**config.mk**
```make
export PLATFORM = sky130hd
export DESIGN_NAME = d2cp_csr
export DESIGN_NICKNAME = d
export VERILOG_FILES = /design/src/rtl/d2cp_pkg.sv /design/src/rtl/d2cp_csr.sv
export SDC_FILE = /design/constraint.sdc
export NUM_CORES = 1
export LEC_CHECK = 0
export BUFFER_PORTS_ARGS = -buffer_cell sky130_fd_sc_hd__buf_2
export CAP_MARGIN = 20
export CELL_PAD_IN_SITES_DETAIL_PLACEMENT = 1
export CELL_PAD_IN_SITES_GLOBAL_PLACEMENT = 2
export CORE_MARGIN = 10
export CORE_UTILIZATION = 30
export CTS_BUF_LIST = sky130_fd_sc_hd__clkbuf_4 sky130_fd_sc_hd__clkbuf_8
export DETAILED_ROUTE_END_ITERATION = 8
export PLACE_DENSITY = 0.86
export SLEW_MARGIN = 20
export SYNTH_ARGS = -nofsm -noshare
export SYNTH_HDL_FRONTEND = slang
export SYNTH_SLANG_ARGS = --single-unit
```
**constraint.sdc**
```tcl
create_clock -name clock -period 1.1 [get_ports clock]
set_input_delay 0 -clock clock [delete_from_list [all_inputs] [get_ports clock]]
set_output_delay 0 -clock clock [all_outputs]
set_load 0.01 [all_outputs]
```
**src/rtl/d2cp_pkg.sv**
```systemverilog
// shared types, widths and helper functions for the disparity to colored point block
// no dependencies; imported by every module of the block
package d2cp_pkg;

   // field widths
   localparam int REG_W      = 40;
   localparam int REG_COUNT  = 6;
   localparam int CSR_IDX_W  = 3;
   localparam int PIXEL_W    = 12;
   localparam int DISP_W     = 16;
   localparam int COLOR_W    = 8;
   localparam int LANES      = 3;

   // only the low COORD_BITS bits of row and column take part
   localparam int COORD_BITS = 12;
   localparam int COORD_W    = (COORD_BITS < PIXEL_W) ? COORD_BITS : PIXEL_W;

   // arithmetic widths
   localparam int PROD_W     = REG_W + COORD_W + 1;
   localparam int NUM_W      = PROD_W + 1;
   localparam int W_W        = REG_W + DISP_W + 1;
   localparam int DEN_W      = REG_W + DISP_W;
   localparam int FRAC_SHIFT = 20;
   localparam int QUOT_W     = 32;
   localparam int DVD_W      = NUM_W + FRAC_SHIFT;
   localparam int HI_W       = DVD_W - QUOT_W;
   localparam int CMP_W      = (HI_W > DEN_W) ? HI_W : DEN_W;
   localparam int DIV_STEPS  = QUOT_W;

   localparam logic [QUOT_W-1:0] COORD_MAX = {1'b0, {(QUOT_W-1){1'b1}}};
   localparam logic [QUOT_W-1:0] COORD_MIN = {1'b1, {(QUOT_W-1){1'b0}}};

   typedef enum logic [CSR_IDX_W-1:0] {
      CSR_X_SCALE    = 3'd0,
      CSR_X_OFFSET   = 3'd1,
      CSR_Y_SCALE    = 3'd2,
      CSR_Y_OFFSET   = 3'd3,
      CSR_DEPTH_TERM = 3'd4,
      CSR_W_SCALE    = 3'd5
   } csr_index_type;

   typedef struct packed {
      logic [PIXEL_W-1:0] pixel_row;
      logic [PIXEL_W-1:0] pixel_col;
      logic [DISP_W-1:0]  disparity;
      logic [COLOR_W-1:0] blue_in;
      logic [COLOR_W-1:0] green_in;
      logic [COLOR_W-1:0] red_in;
   } req_type;

   typedef struct packed {
      logic               point_valid;
      logic signed [QUOT_W-1:0] x_pos;
      logic signed [QUOT_W-1:0] y_pos;
      logic signed [QUOT_W-1:0] z_pos;
      logic [COLOR_W-1:0] blue_out;
      logic [COLOR_W-1:0] green_out;
      logic [COLOR_W-1:0] red_out;
   } rsp_type;

   typedef struct packed {
      logic signed [REG_W-1:0] q_x_scale;
      logic signed [REG_W-1:0] q_x_offset;
      logic signed [REG_W-1:0] q_y_scale;
      logic signed [REG_W-1:0] q_y_offset;
      logic signed [REG_W-1:0] q_depth_term;
      logic signed [REG_W-1:0] q_w_scale;
   } csr_regs_type;

   typedef struct packed {
      logic [COLOR_W-1:0] blue;
      logic [COLOR_W-1:0] green;
      logic [COLOR_W-1:0] red;
   } color_type;

   // one coordinate in flight through the divider
   // bits holds the dividend bits still to shift in, and collects quotient bits
   typedef struct packed {
      logic [DEN_W-1:0]  rem;
      logic [QUOT_W-1:0] bits;
      logic              ovf;
      logic              neg;
   } div_lane_type;

   typedef struct packed {
      div_lane_type [LANES-1:0] lane;
      logic [DEN_W-1:0]         den;
      logic                     point_ok;
      color_type                color;
   } div_item_type;

   // one restoring division step
   function automatic div_lane_type div_step(div_lane_type a, logic [DEN_W-1:0] den);
      logic [DEN_W:0] part;
      logic [DEN_W:0] diff;
      logic           ge;
      div_lane_type   r;
      part   = {a.rem, a.bits[QUOT_W-1]};
      ge     = (part >= {1'b0, den});
      diff   = part - {1'b0, den};
      r      = a;
      r.rem  = ge ? diff[DEN_W-1:0] : part[DEN_W-1:0];
      r.bits = {a.bits[QUOT_W-2:0], ge};
      return r;
   endfunction

   function automatic div_item_type div_item_step(div_item_type a);
      div_item_type r;
      r = a;
      for (int l = 0; l < LANES; l++) begin
         r.lane[l] = div_step(a.lane[l], a.den);
      end
      return r;
   endfunction

endpackage

```
**src/rtl/d2cp_csr.sv**
```systemverilog
// reprojection matrix registers, written through a plain write port
// depends on d2cp_pkg
module d2cp_csr (
   input  logic                           clock,
   input  logic                           reset,
   input  logic                           csr_write,
   input  logic [d2cp_pkg::CSR_IDX_W-1:0] csr_index,
   input  logic [d2cp_pkg::REG_W-1:0]     csr_data,
   output d2cp_pkg::csr_regs_type         regs
);
   import d2cp_pkg::*;

   csr_regs_type regs_ff;

   always_ff @(posedge clock) begin
      if (reset) begin
         regs_ff <= '0;
      end else if (csr_write) begin
         unique case (csr_index)
            CSR_X_SCALE:    regs_ff.q_x_scale    <= signed'(csr_data);
            CSR_X_OFFSET:   regs_ff.q_x_offset   <= signed'(csr_data);
            CSR_Y_SCALE:    regs_ff.q_y_scale    <= signed'(csr_data);
            CSR_Y_OFFSET:   regs_ff.q_y_offset   <= signed'(csr_data);
            CSR_DEPTH_TERM: regs_ff.q_depth_term <= signed'(csr_data);
            CSR_W_SCALE:    regs_ff.q_w_scale    <= signed'(csr_data);
            default: begin
               // index beyond the register list is dropped
            end
         endcase
      end
   end

   assign regs = regs_ff;

endmodule

```
Yosys cells after proc, flatten, opt, wreduce, memory -nomap -nowiden. Cells that the tools add are included.

Flip-flop bits (word level): 240. Bits of input ports: 46. Output and inout port bits: 240. Word-level logic and storage cells: 18.

Eq/ne operators: 5. Reductions and logical operators: 7.

Operator list (count): $reduce_and 2->1 (6); $eq 3x2->1 const B (2); $eq 3x3->1 const B (2); $eq 3x1->1 const B (1); $logic_not 3->1 (1).

Longest topological paths before layout.
Depth after elaboration: 2. Mapped depth: 5. Gate-level depth less buffers: 2.

Least setup slack after synthesis. Ideal clock, no wire load.

Kind: input port to flip-flop. Start: input port csr_index[0] in the netlist's numbering. End: register regs_ff, in the netlist regs[229]. Library setup time: 0.124 ns. Data arrival time: 0.987 ns. Required time: 0.976 ns. Setup slack: -0.011 ns. Stages on the path: 5. Buffers on the path: 3. Path through: buf_6 or4b_4 buf_6 buf_6 mux2i_1.

Longest elaborated chain between the ends: 2.

RTL lines: start, declared (RTL line d2cp_csr.sv:7) `input logic [d2cp_pkg::CSR_IDX_W-1:0] csr_index,`; $logic_not 3->1 (RTL line d2cp_csr.sv:19) `unique case (csr_index)`; $reduce_and 2->1 (no source line); end, declared (RTL line d2cp_csr.sv:13) `csr_regs_type regs_ff;`.

Every way passes these cells. A chain may end at the register's enable or synchronous reset.

==> impl_metrics.tcl <==
set metrics [dict create \
    mostFrequentLayoutCells "275 x nand2b_1, 271 x buf_2, 240 x mux2i_1, 224 x dfxtp_1, 53 x clkbuf_8" \
    p_switching_uw 4430 \
    final_common_cell "nand2b_1" \
    dr.pass1.iters 4 \
    p_clk_share_pct 44.4 \
    cts_tree "built" \
    peakVddDrop_uv 727 \
    critPathKind "in2reg" \
    grt_use_total_pct 15.5 \
    syn_area_um2 9330 \
    timing.slew.headroom_pct 74.8 \
    timing.rr.end "regs[69]" \
    syn2layout_area_growth_pct 38.2 \
    p_leak_uw 0.00678 \
    fin_util_pct 42.1 \
    cap_violations 0 \
    post-route-worst-setup-slack_ps 29.0 \
    critPathMaxStageDelay_ps 550 \
    report.final.slew_viol_count 0 \
    layout.nets 1225 \
    grt_setup_unrepaired "false" \
    cp_cell_sequence "dlygate4sd3_1 -> buf_6 -> buf_12 -> nand2b_1 -> mux2i_1" \
    setup_viol 0 \
    synthDistinctLibCells 12 \
    fin_worst_skew_ps 0 \
    route.detailed.drc 0 \
    hold_class "in2reg" \
    cp-start-kind "primary input" \
    fmax_mhz 934 \
    grt_max_degree 39 \
    intPower_uw 14600 \
    p_seq_share_pct 47.3 \
    path_clk_slew_ps 60 \
    gp_congestion 0.734 \
    fin_cells 1597 \
    power_density_nw_per_um2 1470 \
    hold_viol 0 \
    antenna_found_initial 1 \
    fp-row-count 64 \
    hpwlAfterDp_um 21900 \
    r2r-start "regs[69]" \
    holdCritStartpoint "csr_index[0]" \
    reg2regPathDepth 2 \
    whs_path_depth 3 \
    gr-total-overflow 0 \
    syn_area_per_cell_um2 11.3 \
    critPathSlowestCell "dlygate4sd3_1" \
    clk_latency_ps 520 \
    r2r_slack_ps 440 \
    pwr-share-comb_pct 8.2 \
    wire_per_inst_um 19.3 \
    cts_made_buffers 43 \
    grt_first_pass_wirelength_um 48200 \
    drive_gt1_share_pct 34.7 \
    swShare_pct 23.3 \
    tightest_slew_ps 378 \
    io_buffers 285 \
    dr_total_vias 7192 \
    crit_fanout 33 \
    synth_nets 874 \
    synth_seq_cells 240 \
    worst_hold_slack_ps 58.9 \
    start_util_pct 30.4 \
    ys_seq_area_share_pct 51.5 \
    dp.cells 1487 \
    fin_crit_ps 1070 \
    outcome "finished clean" \
    drt-initial-drc-count 188 \
    grt_pass1_vias 8133 \
    coreArea_um2 30700 \
    cts_max_level 2 \
    synthCells 828 \
    critPathArrivalTime_ps 1470 \
    dp_slack_ps -125 \
    fp.dieW_um 196 \
    largest_reg_flops 240 \
    period_share_pct 97.4 \
    cp.required_ps 1500 \
    ys_warn_count 0 \
    clock-sinks 240 \
    cp-end-kind "flop" \
    io_pins 286 \
    fp.dieArea_um2 38600 \
    hold_path_end "regs[237]" \
    drt-total-wl_um 30800 \
    insertedDiodeCount 0 \
    crit_start "reset" \
    final_antenna_net_count 0 \
    root_buffer "clkbuf_8" \
    die-height_um 196 \
    viasPerCell 4.50 \
    ctsLongestPathBuffers 3 \
]
==> cell usage after synthesis <==
master	number	area, um2
clkbuf_1	33	124
dfxtp_1	240	4800
or4b_4	1	13.8
and4bb_2	1	12.5
nand2b_1	280	1750
nand4bb_1	3	33.8
nand4b_1	2	17.5
buf_6	5	56.3
nor4b_1	1	8.76
buf_2	20	100
mux2i_1	240	2400
buf_1	2	7.51
==> critical path: cells and delay by family <==
| kind | cells | cell delay (ps) |
|---|---|---|
| multiplexers | 1 | 130 |
| buffers and inverters | 3 | 980 |
| AND/OR/NAND/NOR | 1 | 330 |
==> layer usage <==
| metal | track usage [%] | vias up | share of wire (%) |
|---|---|---|---|
| met2 | 26.7 | 216 | 49 |
| met3 | 5.58 | 44 | 7.8 |
| met5 | 0 | - | 0.042 |
| met4 | 3.96 | 2 | 1.7 |
| li1 | - | 3440 | - |
| met1 | 17.9 | 3490 | 42 |
==> area by class of cell <==
class	instances	area, um2
flip-flops and latches	240	4820
clock buffers	65	820
fillers	3422	17800
clock inverters	2	35.0
repair buffers	366	2420
multi-input cells	528	4310
well taps	396	495
==> logic make-up after synthesis <==
kind of cell | Yosys count | share of synthesized area [%]
muxes | 240 | 25.7
buffers and inverters | 60 | 3.08
and+or+nand+nor | 288 | 19.7
DFF | 240 | 51.5
==> repair_timing <==
| action | in CTS | in global routing |
|---|---|---|
| setup endpoints to repair | 5 | 29 |
| hold buffers | 43 | 0 |
| resized for setup | 5 | 29 |
| buffers inserted | 0 | 0 |
| endpoints found under the hold margin | 240 | 0 |
==> worst max-delay path by stage <==
stage | end | cells after the start
2_1_floorplan | regs[229] | 5
3_3_place_gp | regs[209] | 5
3_5_place_dp | regs[213] | 5
4_1_cts | regs[115] | 1
5_1_grt | regs[229] | 1
6_report | regs[230] | 5
==> per-stage QoR <==
stage / total power, uW / instance area (um2) / setup TNS, ps
after floorplan: 9950 / 9340 / 0
after global placement: 10600 / 11500 / -2370
after detailed placement: 10600 / 11500 / -4460
after CTS: 19400 / 12800 / 0
after global routing: 19900 / 12900 / 0
final: 19000 / 12900 / 0
==> power groups by stage <==
stage / registers [uW] / clock network (uW) / logic (uW)
after floorplan: 9260 / 0 / 690
after global placement: 9180 / 0 / 1440
after detailed placement: 9190 / 0 / 1450
after CTS: 9000 / 8780 / 1580
after global routing: 9020 / 9170 / 1700
final: 9000 / 8450 / 1570
No activity file was read; power rests on OpenSTA's default activity.
