<file path="src/rtl/d2cp_pkg.sv">
// shared types, widths and helper functions for the disparity to colored point block
// no dependencies; imported by every module of the block
package d2cp_pkg;

   // field widths
   localparam int REG_W      = 40;
   localparam int REG_COUNT  = 6;
   localparam int CSR_IDX_W  = 3;
   localparam int PIXEL_W    = 12;
   localparam int DISP_W     = 16;
   localparam int COLOR_W    = 8;
   localparam int LANES      = 3;

   // only the low COORD_BITS bits of row and column take part
   localparam int COORD_BITS = 12;
   localparam int COORD_W    = (COORD_BITS < PIXEL_W) ? COORD_BITS : PIXEL_W;

   // arithmetic widths
   localparam int PROD_W     = REG_W + COORD_W + 1;
   localparam int NUM_W      = PROD_W + 1;
   localparam int W_W        = REG_W + DISP_W + 1;
   localparam int DEN_W      = REG_W + DISP_W;
   localparam int FRAC_SHIFT = 20;
   localparam int QUOT_W     = 32;
   localparam int DVD_W      = NUM_W + FRAC_SHIFT;
   localparam int HI_W       = DVD_W - QUOT_W;
   localparam int CMP_W      = (HI_W > DEN_W) ? HI_W : DEN_W;
   localparam int DIV_STEPS  = QUOT_W;

   localparam logic [QUOT_W-1:0] COORD_MAX = {1'b0, {(QUOT_W-1){1'b1}}};
   localparam logic [QUOT_W-1:0] COORD_MIN = {1'b1, {(QUOT_W-1){1'b0}}};

   typedef enum logic [CSR_IDX_W-1:0] {
      CSR_X_SCALE    = 3'd0,
      CSR_X_OFFSET   = 3'd1,
      CSR_Y_SCALE    = 3'd2,
      CSR_Y_OFFSET   = 3'd3,
      CSR_DEPTH_TERM = 3'd4,
      CSR_W_SCALE    = 3'd5
   } csr_index_type;

   typedef struct packed {
      logic [PIXEL_W-1:0] pixel_row;
      logic [PIXEL_W-1:0] pixel_col;
      logic [DISP_W-1:0]  disparity;
      logic [COLOR_W-1:0] blue_in;
      logic [COLOR_W-1:0] green_in;
      logic [COLOR_W-1:0] red_in;
   } req_type;

   typedef struct packed {
      logic               point_valid;
      logic signed [QUOT_W-1:0] x_pos;
      logic signed [QUOT_W-1:0] y_pos;
      logic signed [QUOT_W-1:0] z_pos;
      logic [COLOR_W-1:0] blue_out;
      logic [COLOR_W-1:0] green_out;
      logic [COLOR_W-1:0] red_out;
   } rsp_type;

   typedef struct packed {
      logic signed [REG_W-1:0] q_x_scale;
      logic signed [REG_W-1:0] q_x_offset;
      logic signed [REG_W-1:0] q_y_scale;
      logic signed [REG_W-1:0] q_y_offset;
      logic signed [REG_W-1:0] q_depth_term;
      logic signed [REG_W-1:0] q_w_scale;
   } csr_regs_type;

   typedef struct packed {
      logic [COLOR_W-1:0] blue;
      logic [COLOR_W-1:0] green;
      logic [COLOR_W-1:0] red;
   } color_type;

   // one coordinate in flight through the divider
   // bits holds the dividend bits still to shift in, and collects quotient bits
   typedef struct packed {
      logic [DEN_W-1:0]  rem;
      logic [QUOT_W-1:0] bits;
      logic              ovf;
      logic              neg;
   } div_lane_type;

   typedef struct packed {
      div_lane_type [LANES-1:0] lane;
      logic [DEN_W-1:0]         den;
      logic                     point_ok;
      color_type                color;
   } div_item_type;

   // one restoring division step
   function automatic div_lane_type div_step(div_lane_type a, logic [DEN_W-1:0] den);
      logic [DEN_W:0] part;
      logic [DEN_W:0] diff;
      logic           ge;
      div_lane_type   r;
      part   = {a.rem, a.bits[QUOT_W-1]};
      ge     = (part >= {1'b0, den});
      diff   = part - {1'b0, den};
      r      = a;
      r.rem  = ge ? diff[DEN_W-1:0] : part[DEN_W-1:0];
      r.bits = {a.bits[QUOT_W-2:0], ge};
      return r;
   endfunction

   function automatic div_item_type div_item_step(div_item_type a);
      div_item_type r;
      r = a;
      for (int l = 0; l < LANES; l++) begin
         r.lane[l] = div_step(a.lane[l], a.den);
      end
      return r;
   endfunction

endpackage

</file>
<file path="src/rtl/d2cp_output.sv">
// output register: sign, saturation and the invalid-point case
// depends on d2cp_pkg
module d2cp_output (
   input  logic                   clock,
   input  logic                   reset,
   input  logic                   in_valid,
   output logic                   in_stall,
   input  d2cp_pkg::div_item_type in_item,
   output logic                   rsp_valid,
   input  logic                   rsp_stall,
   output d2cp_pkg::rsp_type      rsp_item
);
   import d2cp_pkg::*;

   logic    v_ff;
   logic    rdy;
   rsp_type rsp_ff, rsp_in;

   function automatic logic [QUOT_W-1:0] sat_coord(div_lane_type a);
      logic [QUOT_W-1:0] r;
      if (a.ovf) begin
         r = a.neg ? COORD_MIN : COORD_MAX;
      end else if (a.neg) begin
         r = (a.bits > COORD_MIN) ? COORD_MIN : QUOT_W'(~a.bits + 1'b1);
      end else begin
         r = a.bits[QUOT_W-1] ? COORD_MAX : a.bits;
      end
      return r;
   endfunction

   assign rdy = !v_ff || !rsp_stall;

   always_comb begin
      rsp_in.point_valid = in_item.point_ok;
      rsp_in.x_pos       = in_item.point_ok ? signed'(sat_coord(in_item.lane[0])) : '0;
      rsp_in.y_pos       = in_item.point_ok ? signed'(sat_coord(in_item.lane[1])) : '0;
      rsp_in.z_pos       = in_item.point_ok ? signed'(sat_coord(in_item.lane[2])) : '0;
      rsp_in.blue_out    = in_item.color.blue;
      rsp_in.green_out   = in_item.color.green;
      rsp_in.red_out     = in_item.color.red;
   end

   always_ff @(posedge clock) begin
      if (reset) begin
         v_ff <= 1'b0;
      end else if (rdy) begin
         v_ff <= in_valid;
      end
   end

   always_ff @(posedge clock) begin
      if (rdy) rsp_ff <= rsp_in;
   end

   assign in_stall  = !rdy;
   assign rsp_valid = v_ff;
   assign rsp_item  = rsp_ff;

endmodule

</file>
<file path="config.mk">
export PLATFORM = sky130hd
export DESIGN_NAME = d2cp_output
export DESIGN_NICKNAME = d
export VERILOG_FILES = /design/src/rtl/d2cp_pkg.sv /design/src/rtl/d2cp_output.sv
export SDC_FILE = /design/constraint.sdc
export NUM_CORES = 1
export LEC_CHECK = 0
export BUFFER_PORTS_ARGS = -buffer_cell sky130_fd_sc_hd__buf_2
export CAP_MARGIN = 30
export CORE_AREA = 2 2 183 185
export DETAILED_ROUTE_END_ITERATION = 12
export DIE_AREA = 0 0 185 187
export SYNTH_ARGS = -nofsm -noshare
export SYNTH_HDL_FRONTEND = slang
export SYNTH_SLANG_ARGS = --single-unit
</file>
<file path="constraint.sdc">
create_clock -name clock -period 4.8 [get_ports clock]
set_input_delay 0.96 -clock clock [delete_from_list [all_inputs] [get_ports clock]]
set_output_delay 0.96 -clock clock [all_outputs]
set_load 0.01 [all_outputs]
</file>
==> After elaboration in Yosys (flattened, before gate mapping) <==
Cells that the tools add are included.
{ "word_totals": {"ff_bits": 122, "input_bits": 355, "out_inout_bits": 123, "elab_cells": 36} }
{ "classes": {"addsub": 3, "order_cmp": 3, "n_mux": 15, "bitwise_logic": 3, "reduce_logical": 4} }
{ "op_table": {"columns": ["operator", "n"], "rows": [
  ["2-to-1 mux 32 bit", 12],
  ["adder 32 x 1 -> 32 bit (second input constant)", 3],
  ["> comparator 32 bit (second input constant)", 3],
  ["inverter 32 bit", 3],
  ["2-to-1 mux 31 bit", 3],
  ["logical NOT 1 bit", 3],
  ["logical OR 1 bit", 1]
]} }

==> Longest topological paths before layout <==
{ "logic_depth": {"ltp_word": 5, "depth_mapped": 10, "mapped_depth_nobuf": 8} }

==> Worst setup path after synthesis <==
No wires, ideal clock.
{ "synth_timing": {"kind": "input-to-output", "startpoint": "input port rsp_stall", "endpoint": "output port in_stall", "arrival_time_ns": 3.952, "t_required_ns": 3.840, "slack_ns": -0.112, "path_stages": 2, "n_path_buf": 0, "cell_sequence": "nand2_1 -> inv_1"} }
{ "synth_between": {"elab_chain_cells": 3} }
{ "synth_lines": {"columns": ["item", "line_no", "rtl"], "rows": [
  ["start, declared", "d2cp_output.sv:10", "input logic rsp_stall,"],
  ["logical NOT 1 bit", "d2cp_output.sv:31", "assign rdy = !v_ff || !rsp_stall;"],
  ["logical OR 1 bit", "d2cp_output.sv:31", null],
  ["logical NOT 1 bit", "d2cp_output.sv:55", "assign in_stall = !rdy;"],
  ["end, declared", "d2cp_output.sv:7", "output logic in_stall,"]
]} }
Every way passes these cells.

==> Worst setup path after layout <==
{ "layout_timing": {"startpoint": "input port in_item[173] in the netlist's numbering", "endpoint": "register rsp_ff, in the netlist rsp_item[59], data pin"} }
{ "layout_between": {"elab_chain_cells": 5, "elab_cells_between_ends": 6, "cone_classes": "1 x add/sub; 1 x order compare; 3 x mux; 1 x bitwise"} }
{ "layout_lines": {"columns": ["item", "line_no", "rtl"], "rows": [
  ["start, declared", "d2cp_output.sv:8", "input d2cp_pkg::div_item_type in_item,"],
  ["inverter 32 bit", "d2cp_output.sv:24", "r = (a.bits > COORD_MIN) ? COORD_MIN : QUOT_W'(~a.bits + 1'b1);"],
  ["adder 32 x 1 -> 32 bit", "d2cp_output.sv:24", null],
  ["2-to-1 mux 32 bit (*)", "d2cp_output.sv:24", null],
  ["2-to-1 mux 32 bit (*)", "d2cp_output.sv:23", "end else if (a.neg) begin"],
  ["2-to-1 mux 32 bit (*)", "d2cp_output.sv:21", "if (a.ovf) begin"],
  ["end signal, assigned", "d2cp_output.sv:52", "if (rdy) rsp_ff <= rsp_in;"],
  ["end, declared", "d2cp_output.sv:17", "rsp_type rsp_ff, rsp_in;"]
]} }
Mark *: on every way between the ends. The rest lies on a longest branch, timed or not.
A chain may end at the register's enable or synchronous reset.

==> flow_summary_export.csv <==
group,metric,value,unit
timing,setup_slack,1300,ps
power_and_ir_drop,power_frac_clock,41.9,%
floorplan,die_x,185,um
cts,clock_sinks,122,
timing,fin_crit,3500,ps
synthesis,yosysMostFrequentCell,"nor2_1",
power_and_ir_drop,p_seq_share,41.7,%
critical_path,cp-end-kind,"flip-flop",
timing,finClkSkew,4.73,ps
critical_path,path_depth,11,
timing,rsz0062_at_grt,"no",
routing,drt_iter0_drc,553,
layout,multiInputGateArea,3520,sq um
cts,post_cts_buffers,0,
power_and_ir_drop,p_leak,3.87,nW
placed_design,place_worst_setup_slack,806,ps
placed_design,dpl.hpwl,20.7,mm
synthesis,syn_area,7410,sq um
floorplan,die_area,34600,sq um
global_route,grtUsageTotal,16.2,%
synthesis,synth_top_area_cell,"edfxtp_1",
layout,nNetsFinal,1352,
timing,worst_slew_pin_slew,944,ps
critical_path,critical_path_class,"input port to flip-flop",
global_route,gr-total-overflow,0,
timing,finalCritPeriodShare,73.0,%
global_route,antenna_found_initial,1,
critical_path,cp_data_arrival_time,3790,ps
global_route,grt_pass1_wl,41.8,mm
global_route,grt_pass1_vias,6801,
global_route,grt_max_degree,70,
timing,holdWs,680,ps
power_and_ir_drop,ir_worst_vdd,0.251,mV
timing,hold_viol,0,
layout,layout-drive-gt1-share,31.2,%
min_path,min_path_type,"input port to flip-flop",
cts,root_buffer,"clkbuf_16",
critical_path,crit_chain,"buf_2, inv_1, ha_1, nor3b_1, buf_4, nand4b_4, or2_1, o31a_1, buf_4, o22a_1, nor2_1",
power_and_ir_drop,power.density,322,nW/um^2
timing,setup_viol,0,
placed_design,io_buffers,253,
floorplan,die_h,187,um
critical_path,path_common_cell,"buf_4",
cts,cts_made_buffers,17,
cts,worstSkewPairLatency,430,ps
routing,drt_wl_total,27.7,mm
layout,n_fill_cell,3486,
critical_path,slowest_stage,"nor3b_1",
synthesis,synth-seq-cells,122,
critical_path,worst_setup_path_start_kind,"input port",
power_and_ir_drop,comb_power_share,16.4,%
routing,vias,7049,
critical_path,r2r_slack,3140,ps
timing,max-slew-margin-rel,36.2,%
layout,area_delta_synth_final,31.1,%
timing,setup_tns,0,ps
placed_design,gp_congestion,0.864,
cts,ctsHtreeMaxLevel,4,
layout,register_area,3650,sq um
synthesis,synth_common_cells,"nor2_1 (157), edfxtp_1 (121), a21oi_1 (52)",
routing,ant_nets,0,
synthesis,syn-num-nets,1118,
min_path,min_path_cells,2,
critical_path,cp_top_family,"simple AND/OR/NAND/NOR gates",
synthesis,yosysWarnings,0,
synthesis,avgSynthCellArea,9.76,sq um
floorplan,initial_core_util,22.6,%
routing,routedWlPerCell,19.0,um
synthesis,netlist_instances,760,
cts,cts_resized,0,
synthesis,synth.distinct_cells,59,
cts,cts.hold.buffers_added,0,
routing,drc,0,
power_and_ir_drop,netSwitchingFraction,27.5,%
synthesis,synth_edf_count,121,
floorplan,core-area,32900,sq um
cts,clk_pin_slew,60,ps
run,cap_violations,0,
critical_path,worstPathRequired,5090,ps
floorplan,num_rows,67,
power_and_ir_drop,p_int,2.27,mW
synthesis,ys_top_cells_by_area,"edfxtp_1 (49%), nor2_1 (7.9%), o22a_1 (4.5%)",
timing,fmax,0.286,GHz
critical_path,r2r_cells,3,
power_and_ir_drop,switching_power,0.858,mW
critical_path,cp_slowest_stage_delay,570,ps
cts,clockBufferDepth,2,
synthesis,seq_area_frac_synth,49.3,%
cts,cts_tree,"built",
timing,slew_viol_final,0,
routing,via_per_inst,4.84,
synthesis,ys_async_sr_fraction,0,%
routing,first_pass_iters,5,
critical_path,crit_path_max_fanout,15,
outcome,status,"complete, no violations",
critical_path,worst-path-buf-inv,4,
floorplan,io_pins,478,
synthesis,synth_ff_type,"edfxtp_1",
synthesis,synth_top_area_share,49.0,%
layout,postLayoutCoreUtil,29.6,%
worst register-to-register path, delay by kind of cell, from the launching register on:
family        cells  cell delay (ps)
simple gates      1              340
flops             1              360
buf+inv           2              530
registers in the layout (all words and copies together), names as in the netlist:
register   flops
rsp_item     121
rsp_valid      1
power by group through the flow:
| stage | clock network [mW] | registers [mW] | logic [mW] |
|---|---|---|---|
| finish | 1.31 | 1.30 | 0.511 |
| global route | 1.38 | 1.32 | 0.566 |
| CTS | 1.35 | 1.31 | 0.513 |
| detailed placement | 0 | 1.32 | 0.510 |
| global placement | 0 | 1.33 | 0.507 |
| floorplan | 0 | 1.37 | 0.194 |
layout make-up:
class / count / share of cell area (%)
timing repair buffer: 261 / 13.8
tap: 448 / 5.77
clock inverter: 13 / 1.58
antenna: 2 / 0.0515
clock buffer: 18 / 4.41
multi-input combinational: 577 / 36.2
sequential: 122 / 37.6
inverter: 15 / 0.579
worst paths after layout:
| check | start | to |
|---|---|---|
| worst max register to register | rsp_valid | rsp_item[105] |
| worst min-delay path | reset | rsp_valid |
| worst min register to register | rsp_valid | rsp_item[76] |
| worst max-delay path | in_item[173] | rsp_item[59] |
placed cells by master (no fill, tap or decap), drive strengths merged, types with 16 or more instances in the layout:
master	count
a21oi	53
a311oi	17
buf	261
clkbuf	18
edfxtp	121
mux2i	28
nand2	36
nand3	22
nor2	157
nor2b	16
nor3	52
nor3b	16
nor4	16
o22a	38
cell families (layout without fill, tap and decap cells):
| kind of cell | after synthesis | in the layout | synth area share [%] |
|---|---|---|---|
| and+or+nand+nor | 371 | 371 | 25.3 |
| AOI/OAI and AO/OA | 162 | 162 | 16.0 |
| DFF | 122 | 122 | 49.3 |
| buffers and inverters | 61 | 307 | 3.53 |
| muxes | 29 | 29 | 3.93 |
| xor gates and xnor gates | 12 | 12 | 1.42 |
| adders and majority gates | 3 | 3 | 0.506 |
| other | 0 | 2 | 0 |
layer usage:
metal | vias to the layer above | track usage, % | part of all wire (%)
met2 | 276 | 22.3 | 40
met5 | - | 0 | 0
li1 | 3345 | - | -
met3 | 21 | 10.4 | 15
met1 | 3407 | 21.1 | 44
met4 | 0 | 3.60 | 1.1
metrics by stage:
step                std cells  instance area (sq um)  power, mW
finish                   1456                   9720       3.13
global route             1454                   9720       3.26
CTS                      1453                   9690       3.17
detailed placement       1422                   9100       1.83
global placement         1422                   9100       1.83
floorplan                 760                   7420       1.57
No activity file was read; power rests on OpenSTA's default activity.
